**config.mk**
```make
export PLATFORM = sky130hd
export DESIGN_NAME = i2c_target_event_sequencer_unit
export DESIGN_NICKNAME = d
export VERILOG_FILES = /design/src/rtl/i2ctes_pkg.sv /design/src/rtl/i2ctes_datapath.sv /design/src/rtl/i2ctes_ctrl.sv /design/src/rtl/i2c_target_event_sequencer_unit.sv
export SDC_FILE = /design/constraint.sdc
export NUM_CORES = 1
export LEC_CHECK = 0
export BUFFER_PORTS_ARGS = -buffer_cell sky130_fd_sc_hd__buf_2
export CAP_MARGIN = 20
export CORE_UTILIZATION = 35
export DETAILED_ROUTE_END_ITERATION = 10
export HOLD_SLACK_MARGIN = 0.1
export PLACE_DENSITY = 0.65
export SLEW_MARGIN = 0
export SYNTH_ARGS = -nofsm -noshare
export SYNTH_HDL_FRONTEND = slang
export SYNTH_SLANG_ARGS = --single-unit
```
**constraint.sdc**
```tcl
create_clock -name clk -period 2.4 [get_ports clk]
set_input_delay 0.48 -clock clk [delete_from_list [all_inputs] [get_ports clk]]
set_output_delay 0.48 -clock clk [all_outputs]
set_load 0.02 [all_outputs]
```
**src/rtl/i2ctes_pkg.sv**
```systemverilog
// Shared types and codes for the I2C target event sequencer.
// Used by the controller, the datapath and the top level; no dependencies.
package i2ctes_pkg;

  // number of pending flags in one interrupt snapshot
  localparam int unsigned FLAG_W = 5;

  // flag bit positions inside the snapshot
  localparam int unsigned FB_ABRT  = 0;
  localparam int unsigned FB_START = 1;
  localparam int unsigned FB_RX    = 2;
  localparam int unsigned FB_RDREQ = 3;
  localparam int unsigned FB_STOP  = 4;

  // action codes of a result item
  typedef enum logic [3:0] {
    ACT_CLR_START   = 4'd0,
    ACT_CLR_ABORT   = 4'd1,
    ACT_DELIVER_RX  = 4'd2,
    ACT_SERVE_RD    = 4'd3,
    ACT_STOP_FINISH = 4'd4,
    ACT_DISCARD_RX  = 4'd5,
    ACT_RD_SEND_FF  = 4'd6,
    ACT_STOP_ONLY   = 4'd7,
    ACT_NONE        = 4'd8
  } action_t;

  // transfer phase
  typedef enum logic [1:0] {
    PH_IDLE    = 2'd0,
    PH_STARTED = 2'd1,
    PH_WRITE   = 2'd2,
    PH_READ    = 2'd3
  } phase_t;

  // commands from the controller to the datapath
  typedef struct packed {
    logic load;        // capture a new snapshot
    logic emit_none;   // emit the no-action result for an empty snapshot
    logic step_main;   // one step of the phase machine
    logic step_clean;  // one step of the error cleanup
  } dp_cmd_t;

  // status from the datapath to the controller
  typedef struct packed {
    logic out_valid;   // output register holds a result
    logic in_empty;    // incoming snapshot has no flag set
    logic main_err;    // phase machine hits an unexpected flag
    logic main_done;   // no flag left after the phase step
    logic clean_done;  // no flag left after the cleanup step
  } dp_status_t;

endpackage

```
**src/rtl/i2ctes_datapath.sv**
```systemverilog
// Datapath of the I2C target event sequencer: snapshot flags, transfer phase,
// per-step priority logic and the output register. Depends on i2ctes_pkg.
module i2ctes_datapath import i2ctes_pkg::*; (
  input  logic              clk,
  input  logic              rst,
  input  dp_cmd_t           cmd,
  input  logic [FLAG_W-1:0] flags_in,
  input  logic              out_ready,
  output dp_status_t        st,
  output logic              out_valid,
  output logic [3:0]        action,
  output logic              error_path,
  output logic              busy_res,
  output logic              last
);

  logic [FLAG_W-1:0] flags;
  phase_t            phase;
  action_t           act_reg;

  // phase machine step
  logic [FLAG_W-1:0] m_flags;
  phase_t            m_phase;
  action_t           m_act;
  logic              m_emit;
  logic              m_err;

  // cleanup step
  logic [FLAG_W-1:0] c_flags;
  action_t           c_act;

  logic emit;

  // one step of the phase machine, highest priority flag for the phase
  always_comb begin
    m_flags = flags;
    m_phase = phase;
    m_act   = ACT_NONE;
    m_emit  = 1'b0;
    m_err   = 1'b0;
    case (phase)
      PH_IDLE: begin
        if (flags[FB_START]) begin
          m_flags[FB_START] = 1'b0;
          m_phase = PH_STARTED;
          m_act   = ACT_CLR_START;
          m_emit  = 1'b1;
        end else if (flags[FB_ABRT]) begin
          m_flags[FB_ABRT] = 1'b0;
          m_act  = ACT_CLR_ABORT;
          m_emit = 1'b1;
        end else begin
          m_err = 1'b1;
        end
      end
      PH_STARTED: begin
        if (flags[FB_RX]) begin
          m_phase = PH_WRITE;
        end else if (flags[FB_RDREQ]) begin
          m_phase = PH_READ;
        end else begin
          m_err = 1'b1;
        end
      end
      PH_WRITE: begin
        if (flags[FB_RX]) begin
          m_flags[FB_RX] = 1'b0;
          m_act  = ACT_DELIVER_RX;
          m_emit = 1'b1;
        end else if (flags[FB_STOP]) begin
          m_flags[FB_STOP] = 1'b0;
          m_phase = PH_IDLE;
          m_act   = ACT_STOP_FINISH;
          m_emit  = 1'b1;
        end else if (flags[FB_START]) begin
          m_flags[FB_START] = 1'b0;
          m_phase = PH_READ;
          m_act   = ACT_CLR_START;
          m_emit  = 1'b1;
        end else if (flags[FB_RDREQ]) begin
          m_phase = PH_READ;
        end else begin
          m_err = 1'b1;
        end
      end
      PH_READ: begin
        if (flags[FB_RDREQ]) begin
          m_flags[FB_RDREQ] = 1'b0;
          m_act  = ACT_SERVE_RD;
          m_emit = 1'b1;
        end else if (flags[FB_STOP]) begin
          m_flags[FB_STOP] = 1'b0;
          m_phase = PH_IDLE;
          m_act   = ACT_STOP_FINISH;
          m_emit  = 1'b1;
        end else begin
          m_err = 1'b1;
        end
      end
      default: begin
        m_err = 1'b1;
      end
    endcase
  end

  // one cleanup action per remaining flag, fixed order
  always_comb begin
    c_flags = flags;
    c_act   = ACT_STOP_ONLY;
    if (flags[FB_ABRT]) begin
      c_flags[FB_ABRT] = 1'b0;
      c_act = ACT_CLR_ABORT;
    end else if (flags[FB_START]) begin
      c_flags[FB_START] = 1'b0;
      c_act = ACT_CLR_START;
    end else if (flags[FB_RX]) begin
      c_flags[FB_RX] = 1'b0;
      c_act = ACT_DISCARD_RX;
    end else if (flags[FB_RDREQ]) begin
      c_flags[FB_RDREQ] = 1'b0;
      c_act = ACT_RD_SEND_FF;
    end else begin
      c_flags[FB_STOP] = 1'b0;
      c_act = ACT_STOP_ONLY;
    end
  end

  assign emit = cmd.emit_none | (cmd.step_main & m_emit) | cmd.step_clean;

  // control state: phase and output valid
  always_ff @(posedge clk) begin
    if (rst) begin
      phase     <= PH_IDLE;
      out_valid <= 1'b0;
    end else begin
      out_valid <= emit | (out_valid & ~out_ready);
      if (cmd.step_main) begin
        phase <= m_err ? PH_IDLE : m_phase;
      end
    end
  end

  // snapshot flags and result payload
  always_ff @(posedge clk) begin
    if (cmd.load) begin
      flags <= flags_in;
    end else if (cmd.step_main) begin
      flags <= m_flags;
    end else if (cmd.step_clean) begin
      flags <= c_flags;
    end

    if (cmd.emit_none) begin
      act_reg    <= ACT_NONE;
      error_path <= 1'b0;
      busy_res   <= (phase != PH_IDLE);
      last       <= 1'b1;
    end else if (cmd.step_main && m_emit) begin
      act_reg    <= m_act;
      error_path <= 1'b0;
      busy_res   <= (m_phase != PH_IDLE);
      last       <= (m_flags == '0);
    end else if (cmd.step_clean) begin
      act_reg    <= c_act;
      error_path <= 1'b1;
      busy_res   <= 1'b0;
      last       <= (c_flags == '0);
    end
  end

  assign action = act_reg;

  // status back to the controller
  assign st.out_valid  = out_valid;
  assign st.in_empty   = (flags_in == '0);
  assign st.main_err   = m_err;
  assign st.main_done  = (m_flags == '0);
  assign st.clean_done = (c_flags == '0);

endmodule

```
**src/rtl/i2ctes_ctrl.sv**
```systemverilog
// Controller of the I2C target event sequencer: sequences the phase steps
// and the error cleanup, one step per cycle while the output register is free or taken. Depends on i2ctes_pkg.
module i2ctes_ctrl import i2ctes_pkg::*; (
  input  logic       clk,
  input  logic       rst,
  input  logic       in_valid,
  input  logic       out_ready,
  input  dp_status_t st,
  output logic       in_ready,
  output dp_cmd_t    cmd
);

  typedef enum logic [2:0] {
    S_IDLE  = 3'b001,
    S_RUN   = 3'b010,
    S_CLEAN = 3'b100
  } state_t;

  state_t state, state_next;
  logic   can_emit;
  logic   in_acc;

  // a new result may be written when the output register is free or leaving
  assign can_emit = ~st.out_valid | out_ready;
  assign in_ready = (state == S_IDLE) & can_emit;
  assign in_acc   = in_valid & in_ready;

  // next state and datapath commands
  always_comb begin
    state_next     = state;
    cmd.load       = 1'b0;
    cmd.emit_none  = 1'b0;
    cmd.step_main  = 1'b0;
    cmd.step_clean = 1'b0;
    case (state)
      S_IDLE: begin
        if (in_acc) begin
          if (st.in_empty) begin
            cmd.emit_none = 1'b1;
          end else begin
            cmd.load   = 1'b1;
            state_next = S_RUN;
          end
        end
      end
      S_RUN: begin
        if (can_emit) begin
          cmd.step_main = 1'b1;
          if (st.main_err) begin
            state_next = S_CLEAN;
          end else if (st.main_done) begin
            state_next = S_IDLE;
          end
        end
      end
      S_CLEAN: begin
        if (can_emit) begin
          cmd.step_clean = 1'b1;
          if (st.clean_done) begin
            state_next = S_IDLE;
          end
        end
      end
      default: begin
        state_next = S_IDLE;
      end
    endcase
  end

  // state register
  always_ff @(posedge clk) begin
    if (rst) begin
      state <= S_IDLE;
    end else begin
      state <= state_next;
    end
  end

endmodule

```
**src/rtl/i2c_target_event_sequencer_unit.sv**
```systemverilog
// Top level of the I2C target event sequencer: controller plus datapath.
// Depends on i2ctes_pkg, i2ctes_ctrl and i2ctes_datapath.
//
// Takes one interrupt snapshot (five pending flags) per input item and
// returns between one and five result items, each an action code with its
// error-path, busy and last marks; last is set on the final result of the
// snapshot. The controller runs one step of the phase machine or of the
// error cleanup per clock, so a snapshot occupies the block while it is
// accepted and then for each of its steps: phase steps (actions and phase
// moves without action), or phase steps up to an unexpected flag, an
// error detect step and then one cleanup step per flag still pending. That
// is at most eight steps. An empty snapshot finishes in
// its accept cycle. Steps wait while the single output register is full and
// not taken, and a new snapshot is taken only after the last step of the
// previous one. The phase resets to idle.
module i2c_target_event_sequencer_unit import i2ctes_pkg::*; (
  input  logic       clk,
  input  logic       rst,
  input  logic       in_valid,
  output logic       in_ready,
  input  logic       abort_pending,
  input  logic       start_detected,
  input  logic       rx_data_ready,
  input  logic       read_requested,
  input  logic       stop_detected,
  output logic       out_valid,
  input  logic       out_ready,
  output logic [3:0] action,
  output logic       error_path,
  output logic       busy_res,
  output logic       last
);

  dp_cmd_t           cmd;
  dp_status_t        st;
  logic [FLAG_W-1:0] flags_in;

  // pack the snapshot flags
  always_comb begin
    flags_in           = '0;
    flags_in[FB_ABRT]  = abort_pending;
    flags_in[FB_START] = start_detected;
    flags_in[FB_RX]    = rx_data_ready;
    flags_in[FB_RDREQ] = read_requested;
    flags_in[FB_STOP]  = stop_detected;
  end

  i2ctes_ctrl u_ctrl (
    .clk       (clk),
    .rst       (rst),
    .in_valid  (in_valid),
    .out_ready (out_ready),
    .st        (st),
    .in_ready  (in_ready),
    .cmd       (cmd)
  );

  i2ctes_datapath u_dp (
    .clk        (clk),
    .rst        (rst),
    .cmd        (cmd),
    .flags_in   (flags_in),
    .out_ready  (out_ready),
    .st         (st),
    .out_valid  (out_valid),
    .action     (action),
    .error_path (error_path),
    .busy_res   (busy_res),
    .last       (last)
  );

endmodule

```
Yosys cells after proc, flatten, opt, wreduce, memory -nomap -nowiden
Cells that the tools add are included.

Register bits: 18. Bits of input ports: 9. Output and inout port bits: 9. Logic and storage cells: 120.

Equal/unequal tests: 12. Muxes and demuxes: 78. Bitwise gates (word level): 10. Reduce and logical (&&, ||, !) cells: 12.

Operators by type and width (count): $mux 4 (13); $mux 1 (35); $mux 2 (12); $mux 3 (8); $logic_not 5->1 (3); $mux 5 (3); $pmux 4 s3 (1); $pmux 3 s3 (1); $pmux 2 s4 (1); $ne 2x1->1 const B (3); $reduce_and 6->1 (1); $reduce_bool 2->1 (3); $reduce_bool 3->1 (2); $and 1x1->1 (4); $eq 2x2->1 const B (2); $ne 2x2->1 const B (2); $or 1x1->1 (4); $pmux 1 s2 (2); $pmux 1 s4 (1); $eq 3x1->1 const B (1); $eq 3x2->1 const B (1); $eq 3x3->1 const B (1); $ne 3x2->1 const B (1); $pmux 1 s3 (1); other kinds (5) (6).

Depth between registers and ports, before layout
Gate-level depths: netlist of the first run.

Depth after elaboration: 9. Mapped depth: 7. Mapped depth without buffers: 6.

By module
A second synthesis of the first run with hierarchy kept.

Cell total of the unflattened synthesis: 158. Area, all modules: 1283.7 um^2.

Modules (own cells, without submodules): i2ctes_datapath (times used 1, cells each 132, area an instance 1061.0 um^2, sequential area each 360.3 um^2); i2ctes_ctrl (times used 1, cells each 26, area an instance 222.7 um^2, sequential area each 60.1 um^2).

Worst setup path before layout of the first run
Ideal clock, no wire load.

Path type: in2reg. Start: input port out_ready. End: register u_dp.flags[1] (data pin). Library setup time: 257 ps. Arrival: 1660 ps. Required time: 2143 ps. Setup slack: 483 ps. Cell stages on the path: 6. Buffers on the path: 1. Cells stage by stage: nand2b_1 > and3_1 > and2_1 > clkbuf_1 > nand2_1 > a32o_1.

Longest elaborated chain between the ends: 6. Elaborated cells between the ends (all ways): 9. Those cells by class: mux (6); bitwise (3).

RTL lines: start, declared (RTL line i2c_target_event_sequencer_unit.sv:27) `input logic out_ready,`; $or 1x1->1 (RTL line i2ctes_ctrl.sv:24) `assign can_emit = ~st.out_valid | out_ready;`; $and 1x1->1 (RTL line i2ctes_ctrl.sv:25) `assign in_ready = (state == S_IDLE) & can_emit;`; net in_ready (RTL line i2c_target_event_sequencer_unit.sv:20) `output logic in_ready,`; $and 1x1->1 (RTL line i2ctes_ctrl.sv:26) `assign in_acc = in_valid & in_ready;`; $mux 2 (RTL line i2ctes_ctrl.sv:37) `if (in_acc) begin`; $mux 2 (RTL line i2ctes_ctrl.sv:35) `case (state)`; $mux 5 (RTL line i2ctes_datapath.sv:145) `if (cmd.load) begin`; end signal, assigned (RTL line i2ctes_datapath.sv:146) `flags <= flags_in;`; end signal, assigned (RTL line i2ctes_datapath.sv:148) `flags <= m_flags;`; end signal, assigned (RTL line i2ctes_datapath.sv:150) `flags <= c_flags;`; end, declared (RTL line i2ctes_datapath.sv:17) `logic [FLAG_W-1:0] flags;`.

The timed path passes the listed nets, and every way through them passes these cells. A chain may end at the register's enable or synchronous reset.

Worst setup path after layout of the first run
Start: register u_dp.flags[2]. End: register u_ctrl.state[1].

Longest elaborated chain between the ends: 6. Elaborated cells between the ends (all ways): 19. Those cells by class: eq/ne (2); mux (14); reduce/logical (3).

RTL lines: $mux 2 (RTL line i2ctes_datapath.sv:116) `end else if (flags[FB_RX]) begin`; $mux 3 (RTL line i2ctes_datapath.sv:113) `end else if (flags[FB_START]) begin`; $mux 4 (RTL line i2ctes_datapath.sv:110) `if (flags[FB_ABRT]) begin`; $logic_not 5->1 (RTL line i2ctes_datapath.sv:178) `assign st.clean_done = (c_flags == '0);`; $ne 2x2->1 (no source line); $reduce_and 6->1 (no source line); end signal, assigned (RTL line i2ctes_ctrl.sv:75) `state <= state_next;`; end, declared (RTL line i2ctes_ctrl.sv:19) `state_t state, state_next;`.

Parallel ways exist; a longest one is shown, timed or not. The select of a mux whose other input is x is not followed.

==> metrics, run 1 <==
status=completed; fin crit share=0.8576; R2R depth=5; Worst-path clk slew=110 ps; gr usage total=0.1773; DP Area=~0.0014 mm^2; post-DP HPWL=~2400 um; simple-gate area share of the yosys netlist=0.2615; WL final=3155 um; clk sink count=18; IO Pins=18; Post-Synth Adder-Cell Area=0.008016; maximum clock path buffer count=2; die width=~62 um; final setup margin=between 300 and 400 ps; top-area cell type share of the netlist area=0.1924; initial DRC count=85; r2r endpoint=u_ctrl.state[1]; sequential-to-total area share from yosys stat=0.3367; multi-input logic area=743.2 um^2; PostCTS Resize Cnt=0; cell taking the most area after synthesis=dfxtp_1; Synth Cell Area=between 0.001 and 0.0015 mm^2; Setup Skew=6.313 ps; pin count of the biggest net entering global routing=17; Core Rows=21; EDFF count, synth=6; Max-Cap Viols=0; P per Cell Area=588.5 mW/mm^2; Net Count, Synth=162; main combinational cell family by area after synthesis=compound AO/OA/AOI/OAI gates; Worst EP required=2600 ps; Post-synth top flop=dfxtp_1; Synth Area per Inst=8.161 um^2; Worst Hold End=u_dp.phase[1]; f_max=0.4859 GHz; Crit. End Element=register; flops & latches, synth=18; Compound-Gate Fraction of Synth Area=0.3186; slew at the pin with the worst max-slew slack=510.3 ps; Via Count=1,254; Setup crit start kind=register; top area cells in the synthesized netlist=dfxtp_1 19%, edfxtp_1 14%, a21oi_1 4.8%; top cells by count, synth=14 x nand2_1, 12 x a21oi_1, 12 x dfxtp_1; fillers=around 330; setup tns final=0 ps; RSZ-0062 raised after global routing=no; CP Data Arrival Time=approximately 2300 ps; Num CTS Buffers=3; Detail Route Antenna Nets=0; Async SR Flop Fraction=0; proportion of layout cells with a drive suffix above 1=0.1964; synthesized instance count=153; gr ovfl total=0; yosys warns=0; R2R Path Start=u_dp.flags[2]; Remaining DRCs=0; Starting Density=0.3684; Yosys cell types=48; Inserted Diodes=0; Final #Nets=178; post-synthesis xor/xnor area fraction=0.007014; Post-CTS Hold Buffers=0; pre-CTS WS=348.6 ps; Setup Buffers After CTS=0; initial antenna violation count=0; critical path class=register to register; core box area=about 0.0034 mm^2; mux cell area share after synthesis=0; wire length per cell=14.74 um; R2R Setup Slk=340 ps; P_leak=0.5450 nW; Hold Vio Cnt, Final=0; Rel. slew slack=0.6593; VDD IR max=270.4 uV; global-route wire length before repair=between 5000 and 6000 um; via/cell ratio=about 6; CTS root buffer=clkbuf_4; Setup Viol. Count Final=0; area growth from synthesis to layout=12.63%; # H-tree levels=1; CP max FO=16; Pins Over Slew Limit=0; Min-Delay Path Class=primary input to register; Die Ht=roughly 62 um; DRT Pass-1 Iters=4; CTS tree=yes; most frequent cell after synthesis=nand2_1; number of global-route vias before repair=1,089; IO Port Bufs=17; Skew-Pair Late Insertion Delay=300 ps; Die ar.=0.003811 mm^2; Hold Path Depth=2; final std cell area, no fill=0.001406 mm^2; Hold Startpoint=rst; GPL Wtd Cong=approximately 0.83; FF/Latch Area=420.4 um^2; minimum clock period=2058 ps
-- per-stage QoR --
stage                     std cells  total power [mW]  utilization  hold WS, ps
after floorplan                 153            0.5745            -        549.1
after global placement          210            0.6372       0.4042        453.7
after detailed placement        210            0.6398       0.4042        463.1
after CTS                       214            0.8267       0.4149        385.6
after global routing            214            0.8678       0.4149        408.5
final                           214            0.8276       0.4149        385.9
-- cell usage in the layout (no fill, tap or decap), types with 2 or more instances in the layout --
cell type / netlist / final
nand2_1: 14 / 14
a221o_1: 2 / 2
dfxtp_1: 12 / 12
o21ai_0: 7 / 7
inv_1: 4 / 4
a21oi_1: 12 / 12
edfxtp_1: 6 / 6
buf_4: 0 / 6
a2bb2oi_1: 2 / 2
a211oi_1: 2 / 2
a31oi_1: 4 / 4
nor3_1: 6 / 6
a31o_1: 2 / 2
o21ai_1: 7 / 7
a32o_1: 4 / 4
and2_1: 2 / 2
o221ai_1: 3 / 3
nand3b_1: 2 / 2
nor2_1: 11 / 11
a21o_1: 2 / 2
a211o_1: 2 / 2
nand2b_1: 2 / 2
nor2b_1: 3 / 3
o21a_1: 2 / 2
clkbuf_4: 0 / 3
and3_1: 2 / 2
buf_2: 5 / 17
nand3_1: 6 / 6
-- worst max-delay path: stages, from the launching register on --
cell and delay [ps]:
edfxtp_1 600, nor3_1 390, a22oi_1 150, a31o_1 240
a311o_1 370, o211a_1 210
-- final cells by class --
class,count,share of cell area
clock buffers,4,0.02580
inverters,5,0.01335
multi-input cells,118,0.5285
flip-flops and latches,18,0.2989
well taps,46,0.04093
repair buffers,23,0.09253
-- sequential cells by signal (all words and copies together) (netlist names) --
register	cells
u_ctrl.state	3
u_dp.action	4
u_dp.busy_res	1
u_dp.error_path	1
u_dp.flags	5
u_dp.last	1
u_dp.out_valid	1
u_dp.phase	2
-- worst max-delay path by stage --
stage	endpoint	startpoint	depth (start not counted)	slack, ps
floorplan	u_dp.flags[1]	out_ready	6	480
global placement	u_dp.last	out_ready	6	370
detailed placement	u_dp.last	out_ready	6	350
CTS	u_ctrl.state[1]	u_dp.flags[2]	5	380
global route	u_ctrl.state[1]	u_dp.flags[2]	5	270
finish	u_ctrl.state[1]	u_dp.flags[2]	5	340
-- logic make-up (layout without fill, tap and decap cells) --
family          Yosys count  count (layout)
flops                    18              18
buf+inv                  17              32
compound gates           57              57
xor+xnor                  1               1
simple gates             59              59
fa+ha+maj                 1               1
-- power breakdown --
group	internal (mW)	total [mW]	switching, mW
logic	0.0973	0.229	0.132
clock network	0.0926	0.192	0.0998
registers	0.358	0.406	0.0482
total	0.548	0.828	0.280
-- metal layers --
layer | track usage | vias up | routed length [um]
met4 | 0.07937 | 0 | 45
met3 | 0.02070 | 6 | 164
li1 | - | 616 | -
met1 | 0.2263 | 581 | 1414
met5 | 0 | - | 0
met2 | 0.3011 | 51 | 1531
Power figures use the tool's default switching activity.
==> run 2: changes to the inputs <==
SYNTH_HIERARCHICAL = 1   (was unset)
==> metrics, run 2 <==
Via Count=1,225 (-2.3%); R2R depth=7 (+2); top-area cell type share of the netlist area=0.1871 (-0.005250); RSZ-0062 raised after global routing=no; IO Port Bufs=17 (unchanged); Setup Viol. Count Final=0 (unchanged); Largest Register=u_dp/flags; pre-CTS WS=277.1 ps (-71.57 ps); final instance count without filler cells=218 (+1.9%); pin count of the biggest net entering global routing=14 (-3); Setup Buffers After CTS=0 (unchanged); Clk pwr share=0.111 (-0.121); P_leak=0.5701 nW (+4.6%); gr ovfl total=0 (unchanged); CP Data Arrival Time=2360 ps (+100 ps); most frequent cell after synthesis=o21ai_0; initial DRC count=64 (-25%); global-route wire length before repair=5188 um (+3.7%); maximum clock path buffer count=2 (unchanged); commonest non-fill, non-tap cells in the layout=19 x o21ai_0, 17 x buf_2, 12 x dfxtp_1; f_max=0.4704 GHz (-3.2%); proportion of layout cells with a drive suffix above 1=0.2267 (+0.03032); core box area=0.003416 mm^2 (+0.78%); Synth Area per Inst=8.125 um^2 (-0.45%); EDFF count, synth=6 (unchanged); sequential-to-total area share from yosys stat=0.3275 (-0.009188); CTS tree=yes; final std cell area, no fill=0.001430 mm^2 (+1.7%); Detail Route Antenna Nets=0 (unchanged); status=completed; placed cells=214 (+1.9%); commonest non-fill, non-tap cell in the layout=o21ai_0; Die ar.=0.003914 mm^2 (+2.7%); wire length per cell=14.11 um (-4.3%); minimum clock period=2126 ps (+67.66 ps); sequential share of power=0.409 (-0.081); synthesized instance count=158 (+3.3%); switching share of power=0.4380 (+0.09963); clk sink count=18 (unchanged); slew at the pin with the worst max-slew slack=465.2 ps (-45.13 ps); fillers=349 (+6.4%); fin crit share=0.8858 (+0.02819); Final Util=0.4187 (+0.003768); GPL Wtd Cong=0.9555 (+14%); Num CTS Buffers=3 (unchanged); DRT Pass-1 Iters=4 (unchanged); Post-synth top flop=dfxtp_1; setup tns final=0 ps (unchanged); critical path class=register to register; CP max FO=13 (-3); initial antenna violation count=0 (unchanged); Worst EP required=2640 ps (+40 ps); Core Rows=21 (unchanged); Yosys cell types=51 (+6.3%); max reg flops=5 (unchanged); gr usage total=0.1685 (-0.008844); number of global-route vias before repair=1,133 (+4.0%); WHS=404.2 ps (+18.30 ps); Worst-path clk slew=110 ps (about the same); # H-tree levels=1 (unchanged); Starting Density=0.3758 (+0.007422); Hold Vio Cnt, Final=0 (unchanged); area growth from synthesis to layout=11.40%; PostCTS Resize Cnt=0 (unchanged); top area cells in the synthesized netlist=dfxtp_1 19%, edfxtp_1 14%, o21ai_0 7.4%; Remaining DRCs=0 (unchanged); P_sw=612.0 uW (+120%); final setup margin=274.1 ps (-67.66 ps); Final #Nets=182 (+2.2%); CTS root buffer=clkbuf_4; Die Ht=62.56 um (+1.3%); Crit. End Element=register; die width=62.56 um (+1.3%); Setup crit start kind=register; Max-Cap Viols=0 (unchanged); Skew-Pair Late Insertion Delay=300 ps (about the same); Setup Skew=11.01 ps (+4.696 ps); Inserted Diodes=0 (unchanged); post-DP HPWL=2238 um (-4.9%); VDD IR max=498.4 uV (+84%); Rel. slew slack=0.6895 (+0.03013); via/cell ratio=5.619 (-4.1%); Final Power=1.397 mW (+69%); P per Cell Area=977.1 mW/mm^2 (+66%); flops & latches, synth=18 (unchanged); cell taking the most area after synthesis=dfxtp_1; Hold Path Depth=2 (unchanged); Net Count, Synth=167 (+3.1%); Min-Delay Path Class=primary input to register; Async SR Flop Fraction=0 (unchanged); yosys warns=6 (+6); IO Pins=18 (unchanged); Pins Over Slew Limit=0 (unchanged); WL final=3075 um (-2.5%); Comb pwr share=0.479 (+0.202); internal power=785.3 uW (+43%); Synth Cell Area=0.001284 mm^2 (+2.8%); top cells by count, synth=19 x o21ai_0, 12 x dfxtp_1, 11 x nor2_1; DP Area=0.001404 mm^2 (+2.5%); Post-CTS Hold Buffers=0 (unchanged)
run 2: cells by family (layout without fill, tap and decap cells):
family / Yosys count / in the layout / synth area share
flip-flops: 18 / 18 / 0.3275
buffers and inverters: 28 / 42 / 0.1082
AND/OR/NAND/NOR: 52 / 52 / 0.2446
AO/OA/AOI/OAI: 57 / 57 / 0.2963
adder cells (fa/ha/maj): 1 / 1 / 0.007798
multiplexers: 2 / 2 / 0.01560
run 2: layer usage:
metal,vias to the layer above,global-route usage,part of all wire
met4,0,0.08140,0.018
met5,-,0,0
met2,47,0.2894,0.50
li1,601,-,-
met1,571,0.2027,0.42
met3,6,0.02737,0.060
run 2: cell type report:
class	count	area [um^2]	area share
Clock inverter	1	3.754	0.002625
Inverter	11	41.29	0.02887
Multi-Input combinational cell	112	724.4	0.5066
Clock buffer	3	22.52	0.01575
Sequential cell	18	420.4	0.2940
Timing Repair Buffer	27	160.2	0.1120
Tap cell	46	57.56	0.04025
run 2: final timing paths:
check / slack [ps] / to / from
min reg2reg: 470 / u_dp/action[3] / u_dp/action[3]
min: 400 / u_dp/out_valid / rst
max reg2reg: 270 / u_ctrl/state[2] / u_dp/flags[4]
max: 270 / u_ctrl/state[2] / u_dp/flags[4]
run 2: power by group through the flow:
stage	sequential, mW	combinational (mW)	clock [mW]
finish	0.572	0.670	0.156
global route	0.593	0.736	0.175
global placement	0.573	0.652	0
floorplan	0.529	0.563	0
CTS	0.568	0.668	0.162
detailed placement	0.573	0.665	0
run 2: worst max-delay path: stages, from the launching register on:
cell and delay (ps):
edfxtp_1 580, a211oi_2 270, o21bai_1 90, a222oi_1 410, nor2_1 70, o21ai_0 340, a21oi_1 150, nor3b_2 160
